===== src/rtl/core/ucep_pkg.sv =====
// Shared types and constants for the USB control endpoint handler.
package ucep_pkg;

  localparam logic [1:0] OP_BUS_RESET = 2'd0;
  localparam logic [1:0] OP_SETUP     = 2'd1;
  localparam logic [1:0] OP_IN_DONE   = 2'd2;
  localparam logic [1:0] OP_OUT_DONE  = 2'd3;

  localparam logic [1:0] EP_DISABLED = 2'd0;
  localparam logic [1:0] EP_STALL    = 2'd1;
  localparam logic [1:0] EP_NAK      = 2'd2;
  localparam logic [1:0] EP_VALID    = 2'd3;

  localparam logic [1:0] DS_UNATTACHED = 2'd0;
  localparam logic [1:0] DS_DEFAULT    = 2'd1;
  localparam logic [1:0] DS_ADDRESS    = 2'd2;
  localparam logic [1:0] DS_CONFIGURED = 2'd3;

  localparam logic [3:0] SRC_NONE   = 4'd0;
  localparam logic [3:0] SRC_ZLP    = 4'd1;
  localparam logic [3:0] SRC_DEVICE = 4'd2;
  localparam logic [3:0] SRC_CONFIG = 4'd3;
  localparam logic [3:0] SRC_LANGID = 4'd4;
  localparam logic [3:0] SRC_MANUF  = 4'd5;
  localparam logic [3:0] SRC_PROD   = 4'd6;
  localparam logic [3:0] SRC_SERIAL = 4'd7;
  localparam logic [3:0] SRC_INLINE = 4'd8;

  localparam logic [15:0] RQ_SET_ADDRESS    = 16'h0500;
  localparam logic [15:0] RQ_SET_CONFIG     = 16'h0900;
  localparam logic [15:0] RQ_SET_INTERFACE  = 16'h0B01;
  localparam logic [15:0] RQ_SET_CTRL_LINE  = 16'h2221;
  localparam logic [15:0] RQ_CLEAR_FEAT_EP  = 16'h0102;
  localparam logic [15:0] RQ_SET_FEAT_EP    = 16'h0302;
  localparam logic [15:0] RQ_GET_DESC       = 16'h0680;
  localparam logic [15:0] RQ_GET_STAT_DEV   = 16'h0080;
  localparam logic [15:0] RQ_GET_STAT_IF    = 16'h0081;
  localparam logic [15:0] RQ_GET_STAT_EP    = 16'h0082;
  localparam logic [15:0] RQ_GET_CONFIG     = 16'h0880;
  localparam logic [15:0] RQ_GET_INTERFACE  = 16'h0A81;
  localparam logic [15:0] RQ_GET_LINE_CODE  = 16'h21A1;
  localparam logic [15:0] RQ_SET_LINE_CODE  = 16'h2021;

  localparam logic [55:0] LINE_CODING_RESET = 56'h0800000001C200;

  localparam logic CFG_MANUF = 1'b0;
  localparam logic CFG_PROD  = 1'b1;

  typedef struct packed {
    logic [1:0]  op;
    logic [15:0] request_type_code;
    logic [15:0] request_value;
    logic [15:0] request_index;
    logic [15:0] request_length;
    logic [6:0]  rx_byte_count;
    logic [55:0] out_payload;
  } ev_t;

  typedef struct packed {
    logic [1:0]  ep0_tx_status;
    logic [1:0]  ep0_rx_status;
    logic [1:0]  ep1_tx_status;
    logic [1:0]  ep1_rx_status;
    logic [3:0]  reply_source;
    logic [6:0]  reply_length;
    logic [55:0] reply_data;
    logic [6:0]  device_address;
    logic [1:0]  device_state;
    logic [15:0] control_lines;
    logic [1:0]  toggle_clear;
  } res_t;

  typedef struct packed {
    logic [1:0]  dev_state;
    logic [15:0] code;
    logic [15:0] value;
    logic [15:0] index;
    logic [15:0] length;
    logic        out_pending;
    logic [55:0] line_coding;
    logic [15:0] line_state;
    logic [6:0]  address;
    logic [1:0]  e0tx;
    logic [1:0]  e0rx;
    logic [1:0]  e1tx;
    logic [1:0]  e1rx;
  } st_t;

endpackage


===== src/rtl/core/ucep_if.sv =====
// Valid/ready channel interfaces for events and results.
interface ucep_ev_if;
  import ucep_pkg::*;
  logic valid;
  logic ready;
  ev_t  data;
  modport source (output valid, output data, input ready);
  modport sink (input valid, input data, output ready);
endinterface

interface ucep_res_if;
  import ucep_pkg::*;
  logic valid;
  logic ready;
  res_t data;
  modport source (output valid, output data, input ready);
  modport sink (input valid, input data, output ready);
endinterface


===== src/rtl/core/ucep_step.sv =====
// Next-state and reply logic for one control endpoint event.
module ucep_step import ucep_pkg::*; (
  input  ev_t        ev_i,
  input  st_t        st_i,
  input  logic [4:0] manuf_len_i,
  input  logic [4:0] prod_len_i,
  output st_t        st_o,
  output res_t       res_o
);

  st_t         s;
  logic        ok;
  logic [3:0]  src;
  logic [6:0]  dlen;
  logic [6:0]  rlen;
  logic [55:0] rdata;
  logic [1:0]  tog;
  logic        is_desc;
  logic [1:0]  sel;
  logic        sel_ok;

  always_comb begin
    s       = st_i;
    ok      = 1'b0;
    src     = SRC_NONE;
    dlen    = '0;
    rlen    = '0;
    rdata   = '0;
    tog     = '0;
    is_desc = 1'b0;
    sel     = '0;
    sel_ok  = 1'b0;
    unique case (ev_i.op)
      OP_BUS_RESET: begin
        s.e0tx = EP_STALL;
        s.e0rx = EP_STALL;
        s.e1tx = EP_DISABLED;
        s.e1rx = EP_DISABLED;
        s.address = '0;
        s.line_state = '0;
        s.out_pending = 1'b0;
        s.dev_state = DS_DEFAULT;
      end
      OP_SETUP: begin
        s.e0tx = EP_NAK;
        s.e0rx = EP_NAK;
        if (ev_i.rx_byte_count != 7'd8) begin
          s.e0tx = EP_STALL;
          s.e0rx = EP_STALL;
        end else begin
          s.code = ev_i.request_type_code;
          s.value = ev_i.request_value;
          s.index = ev_i.request_index;
          s.length = ev_i.request_length;
          s.out_pending = 1'b0;
          if (s.length != '0 && !s.code[7]) begin
            if (s.code == RQ_SET_LINE_CODE && s.length == 16'd7) begin
              s.out_pending = 1'b1;
              s.e0rx = EP_VALID;
            end else begin
              s.e0tx = EP_STALL;
              s.e0rx = EP_STALL;
            end
          end else begin
            if (s.length == '0) begin
              unique case (s.code)
                RQ_SET_ADDRESS:
                  ok = s.dev_state != DS_CONFIGURED && s.value < 16'd128 && s.index == '0;
                RQ_SET_CONFIG: begin
                  if (st_i.dev_state == DS_ADDRESS) begin
                    if (s.value == 16'd1) begin
                      s.e1rx = EP_VALID;
                      s.e1tx = EP_NAK;
                      s.dev_state = DS_CONFIGURED;
                      ok = 1'b1;
                    end else ok = s.value == '0;
                  end else if (st_i.dev_state == DS_CONFIGURED) begin
                    if (s.value == '0) begin
                      s.e1rx = EP_DISABLED;
                      s.e1tx = EP_DISABLED;
                      s.dev_state = DS_ADDRESS;
                      ok = 1'b1;
                    end else ok = s.value == 16'd1;
                  end
                end
                RQ_SET_INTERFACE: ok = s.dev_state == DS_CONFIGURED && s.index == '0;
                RQ_SET_CTRL_LINE: begin
                  s.line_state = s.value;
                  ok = 1'b1;
                end
                RQ_CLEAR_FEAT_EP, RQ_SET_FEAT_EP: begin
                  if (s.dev_state == DS_CONFIGURED && s.index[3:0] == 4'd1) begin
                    ok = 1'b1;
                    if (s.code == RQ_CLEAR_FEAT_EP) begin
                      if (s.index[7]) begin
                        s.e1tx = EP_NAK;
                        tog = 2'd2;
                      end else begin
                        s.e1rx = EP_NAK;
                        tog = 2'd1;
                      end
                    end else if (s.index[7]) s.e1tx = EP_STALL;
                    else s.e1rx = EP_STALL;
                  end
                end
                default: ok = 1'b0;
              endcase
              if (ok) src = SRC_ZLP;
            end else begin
              unique case (s.code)
                RQ_GET_DESC: begin
                  is_desc = 1'b1;
                  ok = 1'b1;
                  unique case (s.value)
                    16'h0100: begin
                      ok = s.index == '0; src = SRC_DEVICE; dlen = 7'd18;
                    end
                    16'h0200: begin
                      ok = s.index == '0; src = SRC_CONFIG; dlen = 7'd62;
                    end
                    16'h0300: begin src = SRC_LANGID; dlen = 7'd4; end
                    16'h0301: begin
                      src = SRC_MANUF; dlen = {1'b0, manuf_len_i, 1'b0} + 7'd2;
                    end
                    16'h0302: begin
                      src = SRC_PROD; dlen = {1'b0, prod_len_i, 1'b0} + 7'd2;
                    end
                    16'h0303: begin src = SRC_SERIAL; dlen = 7'd50; end
                    default: ok = 1'b0;
                  endcase
                  rlen = (s.length < {9'd0, dlen}) ? s.length[6:0] : dlen;
                end
                RQ_GET_STAT_DEV, RQ_GET_STAT_IF: begin
                  ok = s.dev_state != DS_DEFAULT && s.value == '0 && s.index == '0 &&
                       s.length == 16'd2;
                  src = SRC_INLINE; rlen = 7'd2;
                end
                RQ_GET_STAT_EP: begin
                  unique case (s.index)
                    16'h0000: begin sel = 2'd1; sel_ok = 1'b1; end
                    16'h0080: begin sel = 2'd0; sel_ok = 1'b1; end
                    16'h0001: begin sel = 2'd3; sel_ok = 1'b1; end
                    16'h0081: begin sel = 2'd2; sel_ok = 1'b1; end
                    default: sel_ok = 1'b0;
                  endcase
                  ok = s.dev_state != DS_DEFAULT && s.value == '0 && s.length == 16'd2 &&
                       sel_ok;
                  src = SRC_INLINE; rlen = 7'd2;
                  unique case (sel)
                    2'd0: rdata[0] = s.e0tx == EP_STALL;
                    2'd1: rdata[0] = s.e0rx == EP_STALL;
                    2'd2: rdata[0] = s.e1tx == EP_STALL;
                    default: rdata[0] = s.e1rx == EP_STALL;
                  endcase
                end
                RQ_GET_CONFIG: begin
                  ok = s.dev_state != DS_DEFAULT && s.length == 16'd1;
                  src = SRC_INLINE; rlen = 7'd1;
                  rdata[0] = s.dev_state == DS_CONFIGURED;
                end
                RQ_GET_INTERFACE: begin
                  ok = s.dev_state == DS_CONFIGURED && s.length == 16'd1;
                  src = SRC_INLINE; rlen = 7'd1;
                end
                RQ_GET_LINE_CODE: begin
                  ok = s.length == 16'd7;
                  src = SRC_INLINE; rlen = 7'd7; rdata = s.line_coding;
                end
                default: ok = 1'b0;
              endcase
            end
            if (ok) s.e0tx = EP_VALID;
            else begin
              s = st_i;
              s.code = ev_i.request_type_code;
              s.value = ev_i.request_value;
              s.index = ev_i.request_index;
              s.length = ev_i.request_length;
              s.out_pending = 1'b0;
              s.e0tx = EP_STALL;
              s.e0rx = EP_STALL;
              src = SRC_NONE; rlen = '0; rdata = '0; tog = '0;
            end
          end
        end
      end
      OP_IN_DONE: begin
        s.e0tx = EP_NAK;
        if (st_i.out_pending) s.out_pending = 1'b0;
        else if (st_i.length == '0) begin
          if (st_i.code == RQ_SET_ADDRESS) begin
            s.address = st_i.value[6:0];
            s.dev_state = (st_i.value[6:0] == '0) ? DS_DEFAULT : DS_ADDRESS;
          end
        end else s.e0rx = EP_VALID;
      end
      default: begin
        s.e0rx = EP_NAK;
        if (st_i.out_pending) begin
          if (ev_i.rx_byte_count != 7'd7) begin
            s.e0tx = EP_STALL;
            s.e0rx = EP_STALL;
          end else begin
            s.line_coding = ev_i.out_payload;
            src = SRC_ZLP;
            s.e0tx = EP_VALID;
          end
        end else if (ev_i.rx_byte_count != '0) begin
          s.e0tx = EP_STALL;
          s.e0rx = EP_STALL;
        end
      end
    endcase
    if (!is_desc && src != SRC_INLINE) rlen = '0;
    if (src != SRC_INLINE) rdata = '0;
    st_o = s;
    res_o.ep0_tx_status  = s.e0tx;
    res_o.ep0_rx_status  = s.e0rx;
    res_o.ep1_tx_status  = s.e1tx;
    res_o.ep1_rx_status  = s.e1rx;
    res_o.reply_source   = src;
    res_o.reply_length   = rlen;
    res_o.reply_data     = rdata;
    res_o.device_address = s.address;
    res_o.device_state   = s.dev_state;
    res_o.control_lines  = s.line_state;
    res_o.toggle_clear   = tog;
  end

endmodule


===== src/rtl/core/usb_control_endpoint_handler.sv =====
// Top level of the USB control endpoint handler.
//   channel  dir  payload
//   ev_i     in   op, setup words, rx_byte_count, out_payload
//   res_o    out  endpoint statuses, reply, address, state, control lines
//   cfg      in   cfg_we_i, cfg_idx_i, cfg_data_i (string lengths)
// One event per cycle; a result appears in the output register in the cycle
// after acceptance. Input is taken whenever that register is empty or being
// emptied, so a stalled result holds the input back. Reset (rst_ni, async)
// clears device state to unattached and all endpoints to disabled.
module usb_control_endpoint_handler import ucep_pkg::*; (
  input  logic       clk_i,
  input  logic       rst_ni,
  input  logic       cfg_we_i,
  input  logic       cfg_idx_i,
  input  logic [4:0] cfg_data_i,
  ucep_ev_if.sink    ev_i,
  ucep_res_if.source res_o
);

  st_t        st_q, st_d;
  res_t       res_d, res_q;
  logic       vld_q;
  logic [4:0] manuf_q, prod_q;
  logic       take;

  assign ev_i.ready = !vld_q || res_o.ready;
  assign take = ev_i.valid && ev_i.ready;
  assign res_o.valid = vld_q;
  assign res_o.data = res_q;

  ucep_step u_step (
    .ev_i        (ev_i.data),
    .st_i        (st_q),
    .manuf_len_i (manuf_q),
    .prod_len_i  (prod_q),
    .st_o        (st_d),
    .res_o       (res_d)
  );

  always_ff @(posedge clk_i or negedge rst_ni) begin
    if (!rst_ni) begin
      st_q <= '{line_coding: LINE_CODING_RESET, default: '0};
      vld_q <= 1'b0;
      manuf_q <= '0;
      prod_q <= '0;
    end else begin
      if (cfg_we_i) begin
        if (cfg_idx_i == CFG_MANUF) manuf_q <= cfg_data_i;
        else prod_q <= cfg_data_i;
      end
      if (take) st_q <= st_d;
      if (take) vld_q <= 1'b1;
      else if (res_o.ready) vld_q <= 1'b0;
    end
  end

  always_ff @(posedge clk_i) begin
    if (take) res_q <= res_d;
  end

endmodule


===== src/flat_wrapper.sv =====
// flat-port wrapper written by rule: the top's interface ports become plain ports
module usb_control_endpoint_handler_flat import ucep_pkg::*;
  (clk_i, rst_ni, cfg_we_i, cfg_idx_i, cfg_data_i, ev_i_valid, ev_i_data, ev_i_ready, res_o_valid, res_o_data, res_o_ready);
  ucep_ev_if ev_i_i ();
  ucep_res_if res_o_i ();
  input  logic clk_i;
  input  logic rst_ni;
  input  logic cfg_we_i;
  input  logic cfg_idx_i;
  input  logic [4:0] cfg_data_i;
  input wire logic [$bits(ev_i_i.valid)-1:0] ev_i_valid;
  input wire logic [$bits(ev_i_i.data)-1:0] ev_i_data;
  output wire logic [$bits(ev_i_i.ready)-1:0] ev_i_ready;
  output wire logic [$bits(res_o_i.valid)-1:0] res_o_valid;
  output wire logic [$bits(res_o_i.data)-1:0] res_o_data;
  input wire logic [$bits(res_o_i.ready)-1:0] res_o_ready;
  assign ev_i_i.valid = ev_i_valid;
  assign ev_i_i.data = ev_i_data;
  assign ev_i_ready = ev_i_i.ready;
  assign res_o_valid = res_o_i.valid;
  assign res_o_data = res_o_i.data;
  assign res_o_i.ready = res_o_ready;
  usb_control_endpoint_handler u_core (.clk_i(clk_i), .rst_ni(rst_ni), .cfg_we_i(cfg_we_i), .cfg_idx_i(cfg_idx_i), .cfg_data_i(cfg_data_i), .ev_i(ev_i_i), .res_o(res_o_i));
endmodule

===== config.mk =====
export PLATFORM = sky130hd
export DESIGN_NAME = usb_control_endpoint_handler_flat
export DESIGN_NICKNAME = d
export VERILOG_FILES = /design/src/rtl/core/ucep_pkg.sv /design/src/rtl/core/ucep_if.sv /design/src/rtl/core/ucep_step.sv /design/src/rtl/core/usb_control_endpoint_handler.sv /design/src/flat_wrapper.sv
export SDC_FILE = /design/constraint.sdc
export NUM_CORES = 1
export LEC_CHECK = 0
export ABC_AREA = 1
export BUFFER_PORTS_ARGS = -buffer_cell sky130_fd_sc_hd__buf_2
export CORE_ASPECT_RATIO = 0.8
export CORE_UTILIZATION = 25
export CTS_CLUSTER_DIAMETER = 120
export DETAILED_ROUTE_END_ITERATION = 10
export GPL_ROUTABILITY_DRIVEN = 0
export RECOVER_POWER = 100
export SLEW_MARGIN = 10
export SYNTH_ARGS = -nofsm -noshare
export SYNTH_HDL_FRONTEND = slang
export SYNTH_SLANG_ARGS = --single-unit

===== constraint.sdc =====
create_clock -name clk_i -period 5.7 [get_ports clk_i]
set_input_delay 0.285 -clock clk_i [delete_from_list [all_inputs] [get_ports clk_i]]
set_output_delay 0.285 -clock clk_i [all_outputs]
set_load 0.05 [all_outputs]

==> summary by stage, run 1 <==
Run status
The run finished, with violations left. The checks that failed: max-capacitance violations, max-slew violations.

Logic synthesis
The share of the Yosys chip area taken by registers is 57.8%. Synthesis handed over a netlist of 1248 instances. The number of nets in the synthesized netlist is 1394. The commonest cells after synthesis are nand2_1, nor2_1, inv_1, dfrtp_1, edfxtp_1. The average cell area after synthesis is 9.11 sq um. The number of different library cells used by synthesis comes to 44. The share of flip-flops with an asynchronous set or reset is 57.9%. In the synthesized netlist the dominant register cell turns out to be dfrtp_1. In this run, synthesis produced a sequential element count of 242. The most used standard cell by instance count after synthesis is nand2_1.

Yosys mapped a number of flops with a built-in enable equal to 102. The fraction of post-synthesis cell area in the top cell type by area is 29.7%. During synthesis, Yosys emitted a total of 0 warnings.

Ranked by total cell area, the synthesized netlist is headed by dfrtp_1, edfxtp_1, nand2_1. The largest area contributor in the synthesized netlist is dfrtp_1. The post-synthesis cell area is 0.0114 sq mm.

Timing
The number of hold-slack violations in the final timing report is 0. The final max-slew violation count is 264. The clock period could shrink to 4470 ps. The worst hold margin is 28.2 ps. The relative slew slack is -37.1%. Setup repair after global routing left no endpoint under its margin. At the pin with the least slew margin, the transition time is 2060 ps. Static timing analysis puts the maximum clock frequency at 0.223 GHz. The worst clock skew is 18.4 ps.

The final setup violation count is 0. The setup TNS is 0 ps. The period utilization is 78.5%.

Clocking
TritonCTS built the clock tree. The deepest level of the CTS H-tree is 1. After clock tree synthesis, the clock-pin slew on the worst setup and hold paths is 60 ps. The number of buffers on the longest clock path is 3. The total clock sinks is 242. The total CTS buffers is 28.

At the later pin of the worst-skew pair, clock insertion delay measures 550 ps. The master cell of the clock root buffer is clkbuf_16.

Die
The height of the chip is 193 um. For this configuration, the core starts out at a cell density of 25.5%. The area of the die is 0.0463 sq mm.

During I/O placement, the number of pins put on the boundary was 244. The number of cell rows is 69. The core region is 0.0446 sq mm. The width of the die is 240 um.

Detailed routing
The via count is 9761. The total wire length after detailed routing is 33200 um. The first routing iteration left 799 violations.

After detailed routing, the average wire length per cell comes to 15.2 um. The detail route stage leaves a number of antenna-violating nets equal to 0. The first TritonRoute pass finished after 6 iterations. The final routed DRC violation total is 0. Dividing the detail-routed via count by the number of cells gives 4.46.

Worst setup path
The startpoint kind of the worst setup timing path is an input port. The signal arrival time at the worst endpoint is 4730 ps. The nature of the critical path endpoint is a flop. The class of the most critical setup path is input port to flop. The worst-path maximum fanout is 37. The required time at the endpoint of the critical path is 5950 ps.

Global route
The via count of the first global-routing pass is 9301. The number of antenna violations at the first check in global routing is 2. The remaining global-route overflow is 0. The first-pass GRT wire length is 50700 um. Global routing used 14.0% of the available tracks. The maximum number of pins on one net before global-route repair is 93.

Pwr
In this run, flip-flops and latches consume 44.8% of the power. The switching part of the total power is 25.6%. Across the VDD grid, the largest voltage drop is 0.187 mV. The static leakage power is 6.73 nW.

The power density over cell area is 292 mW/mm^2. In this run, the combinational gates consume 10.7% of the power. The share of total power dissipated in the clock network is 44.5%. In this run the power spent charging and discharging nets is 1.10 mW. Cell internal power was estimated by the tool at 3.19 mW.

Final layout
Relative to the synthesized area, the layout overhead comes to 29.5%. The number of fill cells is 4663. The share of cells above drive strength 1 is 14.8%. After the last flow step, the layout net total stands at 1708.

Job
The number of max-cap violations is 4.

Min path
The type of the most critical hold path is input port to flop.

Placed design
The post-detailed-placement half-perimeter wirelength is 23800 um. During placement, the flow inserted port buffers numbering 243.
-- path summary, 6_finish.rpt --
kind / cells after the start / startpoint / slack [ps] / to
max: 14 / ev_i_data[78] / 1230 / u_core.res_o.data[29]
max reg2reg: 11 / u_core.st_q[153] / 1780 / u_core.res_o.data[29]
min reg2reg: 2 / u_core.st_q[0] / 480 / u_core.st_q[0]
min in group asynchronous: 2 / rst_ni / 300 / u_core.st_q[15]
min: 3 / cfg_data_i[0] / 30 / u_core.manuf_q[0]
max in group asynchronous: 3 / rst_ni / 2950 / u_core.manuf_q[3]
-- state kept, by name, summed over array words and instances, names as in the netlist --
signal,count
u_core.st_q,129
u_core.res_o.data,102
u_core.manuf_q,5
u_core.prod_q,5
u_core.res_o.valid,1
-- stage by stage --
| step | power (mW) | util [%] | setup slack [ps] | area [sq um] | cells |
|---|---|---|---|---|---|
| detailed placement | 2.39 | 29.6 | 1780 | 13200 | 2062 |
| global placement | 2.38 | 29.6 | 1980 | 13200 | 2062 |
| global route | 4.48 | 33.0 | 976 | 14700 | 2187 |
| floorplan | 2.21 | - | 735 | 11400 | 1248 |
| CTS | 4.38 | 33.4 | 2070 | 14900 | 2187 |
| finish | 4.29 | 33.0 | 1230 | 14700 | 2190 |
-- per-layer routing --
metal	track usage (%)	wire, um
met1	19.5	15100
met2	21.9	14800
met3	3.26	2460
met4	3.45	766
met5	0	13
-- logic make-up after synthesis --
logic type	count (synthesis)	synth area share (%)
simple gates	558	22.1
flops	242	57.8
compound gates	220	10.6
buf+inv	208	7.45
mux	14	1.39
fa+ha+maj	6	0.660
-- placed cells by master, fill, tap and decap left out, types with 6 or more instances in the layout --
cell type	instances
nand2_1	234
nor2_1	188
inv_1	166
buf_2	136
dfrtp_1	135
clkbuf_1	112
edfxtp_1	102
o21ai_0	95
a21oi_1	78
dlygate4sd3_1	73
nand3_1	54
clkbuf_16	29
nand4_1	18
nor3_1	16
o211ai_1	16
nor2_4	16
mux2_2	14
nor4_1	11
a22oi_1	9
o22ai_1	9
ha_1	6
-- power by group through the flow --
stage	Sequential, mW	Combinational, mW	Clock [mW]
final	1.92	0.460	1.91
after global routing	1.93	0.502	2.04
after CTS	1.92	0.477	1.98
after detailed placement	1.95	0.436	0
after global placement	1.95	0.431	0
after floorplan	2.09	0.127	0
-- final cells by class --
| type | instances | area (sq um) | share of cell area [%] |
|---|---|---|---|
| Antenna cell | 3 | 7.51 | 0.0510 |
| Sequential cell | 242 | 6570 | 44.6 |
| Inverter | 170 | 643 | 4.37 |
| Timing Repair Buffer | 322 | 1850 | 12.6 |
| Multi-Input combinational cell | 798 | 3910 | 26.5 |
| Tap cell | 603 | 754 | 5.13 |
| Clock inverter | 17 | 218 | 1.48 |
| Clock buffer | 35 | 768 | 5.22 |
-- worst max-delay path, stage by stage --
cell and delay (ps):
dlygate4sd3_1 550, clkbuf_1 120, nor2_1 80, nand3_1 70, nor2_1 380, nand2_1 140
nor2_1 440, nand3_1 160, nand3b_1 330, and2_0 290, nand4_1 370, or2_4 560
clkbuf_2 830, nor2_1 100
-- repair_timing --
item | in CTS | in global routing
setup buffers | 0 | 0
hold buffers | 73 | 0
resized for setup | 0 | 0
hold endpoints to repair | 132 | 0
No activity file was read; power rests on OpenSTA's default activity.
==> inputs of run 2 (changes only) <==
clock period = 3.9 ns   (was 5.7 ns; I/O delays follow)
==> run 2 against run 1 <==
  * The run still ends with max-capacitance violations, max-slew violations left
  * Sequential power up 46%
  * Combinational power grew 51%
  * Register-to-register slack lost 1300 ps
  * Critical path type unchanged
  * Critical endpoint is now u_core.res_o.data[87]
  * Largest cell class unchanged
==> summary by stage, run 2 (synthesis gave the netlist of run 1 again) <==
Worst setup path
The class of the most critical setup path is input port to flop (unchanged). The cell seen most often among critical-path stages is nor2_1 (unchanged). The signal arrival time at the worst endpoint is 3890 ps (was 4730 ps). The largest stage delay on the critical path is 540 ps (was 830 ps). The end of the worst register-to-register path is u_core.st_q[67] (was u_core.res_o.data[29]). The cell type of the slowest stage on the worst timing path is dlygate4sd3_1 (was clkbuf_2). The worst-path maximum fanout is 10 (was 37).

The startpoint kind of the worst setup timing path is an input port (unchanged). The launching point of the worst reg2reg path is u_core.res_o.valid (was u_core.st_q[153]). The depth of the worst register-to-register path was 7 (was 11). The nature of the critical path endpoint is a flop (unchanged). Cell breakdown of the critical path: dlygate4sd3_1, buf_2, nor2_1, nand3_1, nor2_1, nand2_1, o21ai_1, inv_1, ha_1, nand3_1, nor2_1, a211oi_1, ha_1, a21oi_1, o211a_1, nand2_1, o211ai_1, nor2_1 (was dlygate4sd3_1, clkbuf_1, nor2_1, nand3_1, nor2_1, nand2_1, nor2_1, nand3_1, nand3b_1, and2_0, nand4_1, or2_4, clkbuf_2, nor2_1). The slack of the worst reg-to-reg path came to 520 ps (was 1780 ps). The required time at the endpoint of the critical path is 4200 ps (was 5950 ps).

Timing
The worst clock skew is 11.7 ps (was 18.4 ps). The setup TNS is 0 ps (unchanged). The final critical delay including setup and external delays is 3590 ps.

The number of hold-slack violations in the final timing report is 0 (unchanged). The relative slew slack is -102% (was -37.1%). Unrepaired setup endpoints after global routing: false (unchanged). The period utilization is 92.0%. Timing would allow up to 0.279 GHz.

The worst hold margin is 24.9 ps (was 28.2 ps). The final setup violation count is 0 (unchanged). The transition time at the pin with the least slew margin was 3040 ps (was 2060 ps). The final max-slew violation count is 266 (was 264).

Final layout
The share of cells above drive strength 1 is 14.0% (was 14.8%). The register containing the most flip-flops in the final layout is u_core.st_q (unchanged). The most common cell after layout, fill and taps aside is nand2_1 (unchanged). The number of flip-flops in the largest register came to 129 (unchanged). The count of antenna diodes in the layout is 0 (was 3). The final-stage net count came to 1738 (was 1708). The area overhead of the layout relative to synthesis is 31.1% (was 29.5%). Commonest cells after routing, fill and taps aside: nand2_1, nor2_1, inv_1 (unchanged). The fraction of the core area covered by cells at the end of the flow is 33.4% (was 33.0%).

Clocking
The clock network latency to the later pin of the worst-skew pair came to 550 ps (about the same). The setup fix buffers added after clock tree synthesis is 0 (unchanged). The master cell of the clock root buffer is clkbuf_16 (unchanged). The CTS tree was built (unchanged). The clock input transition at the sequential cells of the worst setup and hold paths came to 60 ps (about the same).

The deepest level of the CTS H-tree was 1 (unchanged). The total CTS buffers is 28 (unchanged). The total clock sinks is 242 (unchanged). The number of buffers on the longest clock path is 3 (unchanged).

Die
The effective utilization at floorplan is 25.5% (unchanged). The width of the die is 240 um (unchanged). The I/O pin count is 244 (unchanged). The area of the die is 0.0463 sq mm (unchanged). The height of the chip came to 193 um (unchanged). The total core area is 0.0446 sq mm (unchanged). The number of cell rows is 69 (unchanged).

Detailed routing
The average wire length per cell after detail routing was 15.3 um (was 15.2 um). The DRC violation total after the first TritonRoute iteration is 683 (was 799). The detailed-router iteration count before antenna repair is 5 (was 6). The number of antenna-violating nets in the routed design is 0 (unchanged). The via count is 9793 (was 9761). The average via count per standard cell was 4.42 (was 4.46). The final routed DRC violation total is 0 (unchanged). The total wire length after detailed routing is 33900 um (was 33200 um).

Global route
The total global routing track utilization is 14.3% (was 14.0%). The met1 track demand over resource in global routing is 19.8% (was 19.5%). The maximum number of pins on one net before global-route repair came to 163 (was 93). The remaining global-route overflow is 0 (unchanged). The most congested layer reported by global routing is met2 (unchanged).

The via count of the first global-routing pass is 9291 (was 9301). The first-pass GRT wire length was 51700 um (was 50700 um). The met3 usage is 3.26% (unchanged).

The number of antenna violations at the first check in global routing came to 0 (was 2). The global routing usage on met2 is 22.6% (was 21.9%).

Placed design
The number of input and output port buffers inserted is 243 (unchanged). The post-detailed-placement half-perimeter wirelength was 23800 um (about the same).

Min path
The type of the most critical hold path was input port to flop (unchanged). The worst hold path startpoint is ev_i_data[122] (was cfg_data_i[0]). The worst hold path stage count was 3 (unchanged).

The end point of the most critical hold path is u_core.st_q[147] (was u_core.manuf_q[0]).

Run status
Violations in the final reports: max-capacitance violations, max-slew violations (unchanged). Result of the run: complete, but fails checks (unchanged).

Pwr
The highest ir drop seen on vdd came to 0.283 mV (was 0.187 mV). The total power consumption of the routed design is 6.22 mW (was 4.29 mW). The power density over cell area came to 417 mW/mm^2 (was 292 mW/mm^2). The static leakage power was 6.86 nW (was 6.73 nW).

Job
The number of max-cap violations is 3 (was 4).
## run 2: timing repair
action / 4_1_cts / 5_1_grt
setup endpoints to repair: 0 / 4
resized for setup: 0 / 1
hold buffers: 99 / 0
endpoints found under the hold margin: 158 / 0
## run 2: power breakdown
| part | leakage, nW | total [mW] | switching (mW) | internal (mW) |
|---|---|---|---|---|
| Clock | 0.464 | 2.71 | 1.06 | 1.65 |
| Combinational | 3.73 | 0.695 | 0.495 | 0.200 |
| Sequential | 2.66 | 2.81 | 0.0478 | 2.76 |
| Total | 6.86 | 6.22 | 1.60 | 4.61 |
## run 2: final cells by class
type                    count  area, sq um
fillers                  4669        29700
flip-flops and latches    242         6570
multi-input cells         798         3840
repair buffers            352         2160
clock buffers              42          825
well taps                 603          754
inverters                 170          639
clock inverters             9          121
## run 2: how the worst max path moves through the flow
stage	from	endpoint	slack (ps)	cells past startpoint
after global placement	ev_i_data[106]	u_core.res_o.data[86]	420	17
after detailed placement	ev_i_data[106]	u_core.res_o.data[88]	270	17
after CTS	ev_i_data[100]	u_core.res_o.data[87]	330	18
final	ev_i_data[100]	u_core.res_o.data[87]	310	18
after global routing	rst_ni	u_core.st_q[72]	20	3
after floorplan	u_core.res_o.valid	u_core.res_o.data[0]	420	4
## run 2: metrics by stage
step	setup WS, ps	std cells	instance area, sq um
global placement	416	2066	13300
global route	21.1	2216	14900
detailed placement	272	2066	13300
finish	310	2216	14900
floorplan	425	1248	11400
CTS	329	2216	15200
## run 2: routing by layer
metal / routed length (um) / vias up
li1: - / 4796
met1: 15600 / 4664
met2: 15400 / 298
met3: 2250 / 35
met4: 600 / 0
met5: 0 / -
## run 2: worst max-delay path, delay by kind of cell
family / cells / cell delay (ps)
buffers and inverters: 3 / 800
AOI/OAI and AO/OA: 5 / 1190
and+or+nand+nor: 8 / 1160
adders and majority gates: 2 / 540
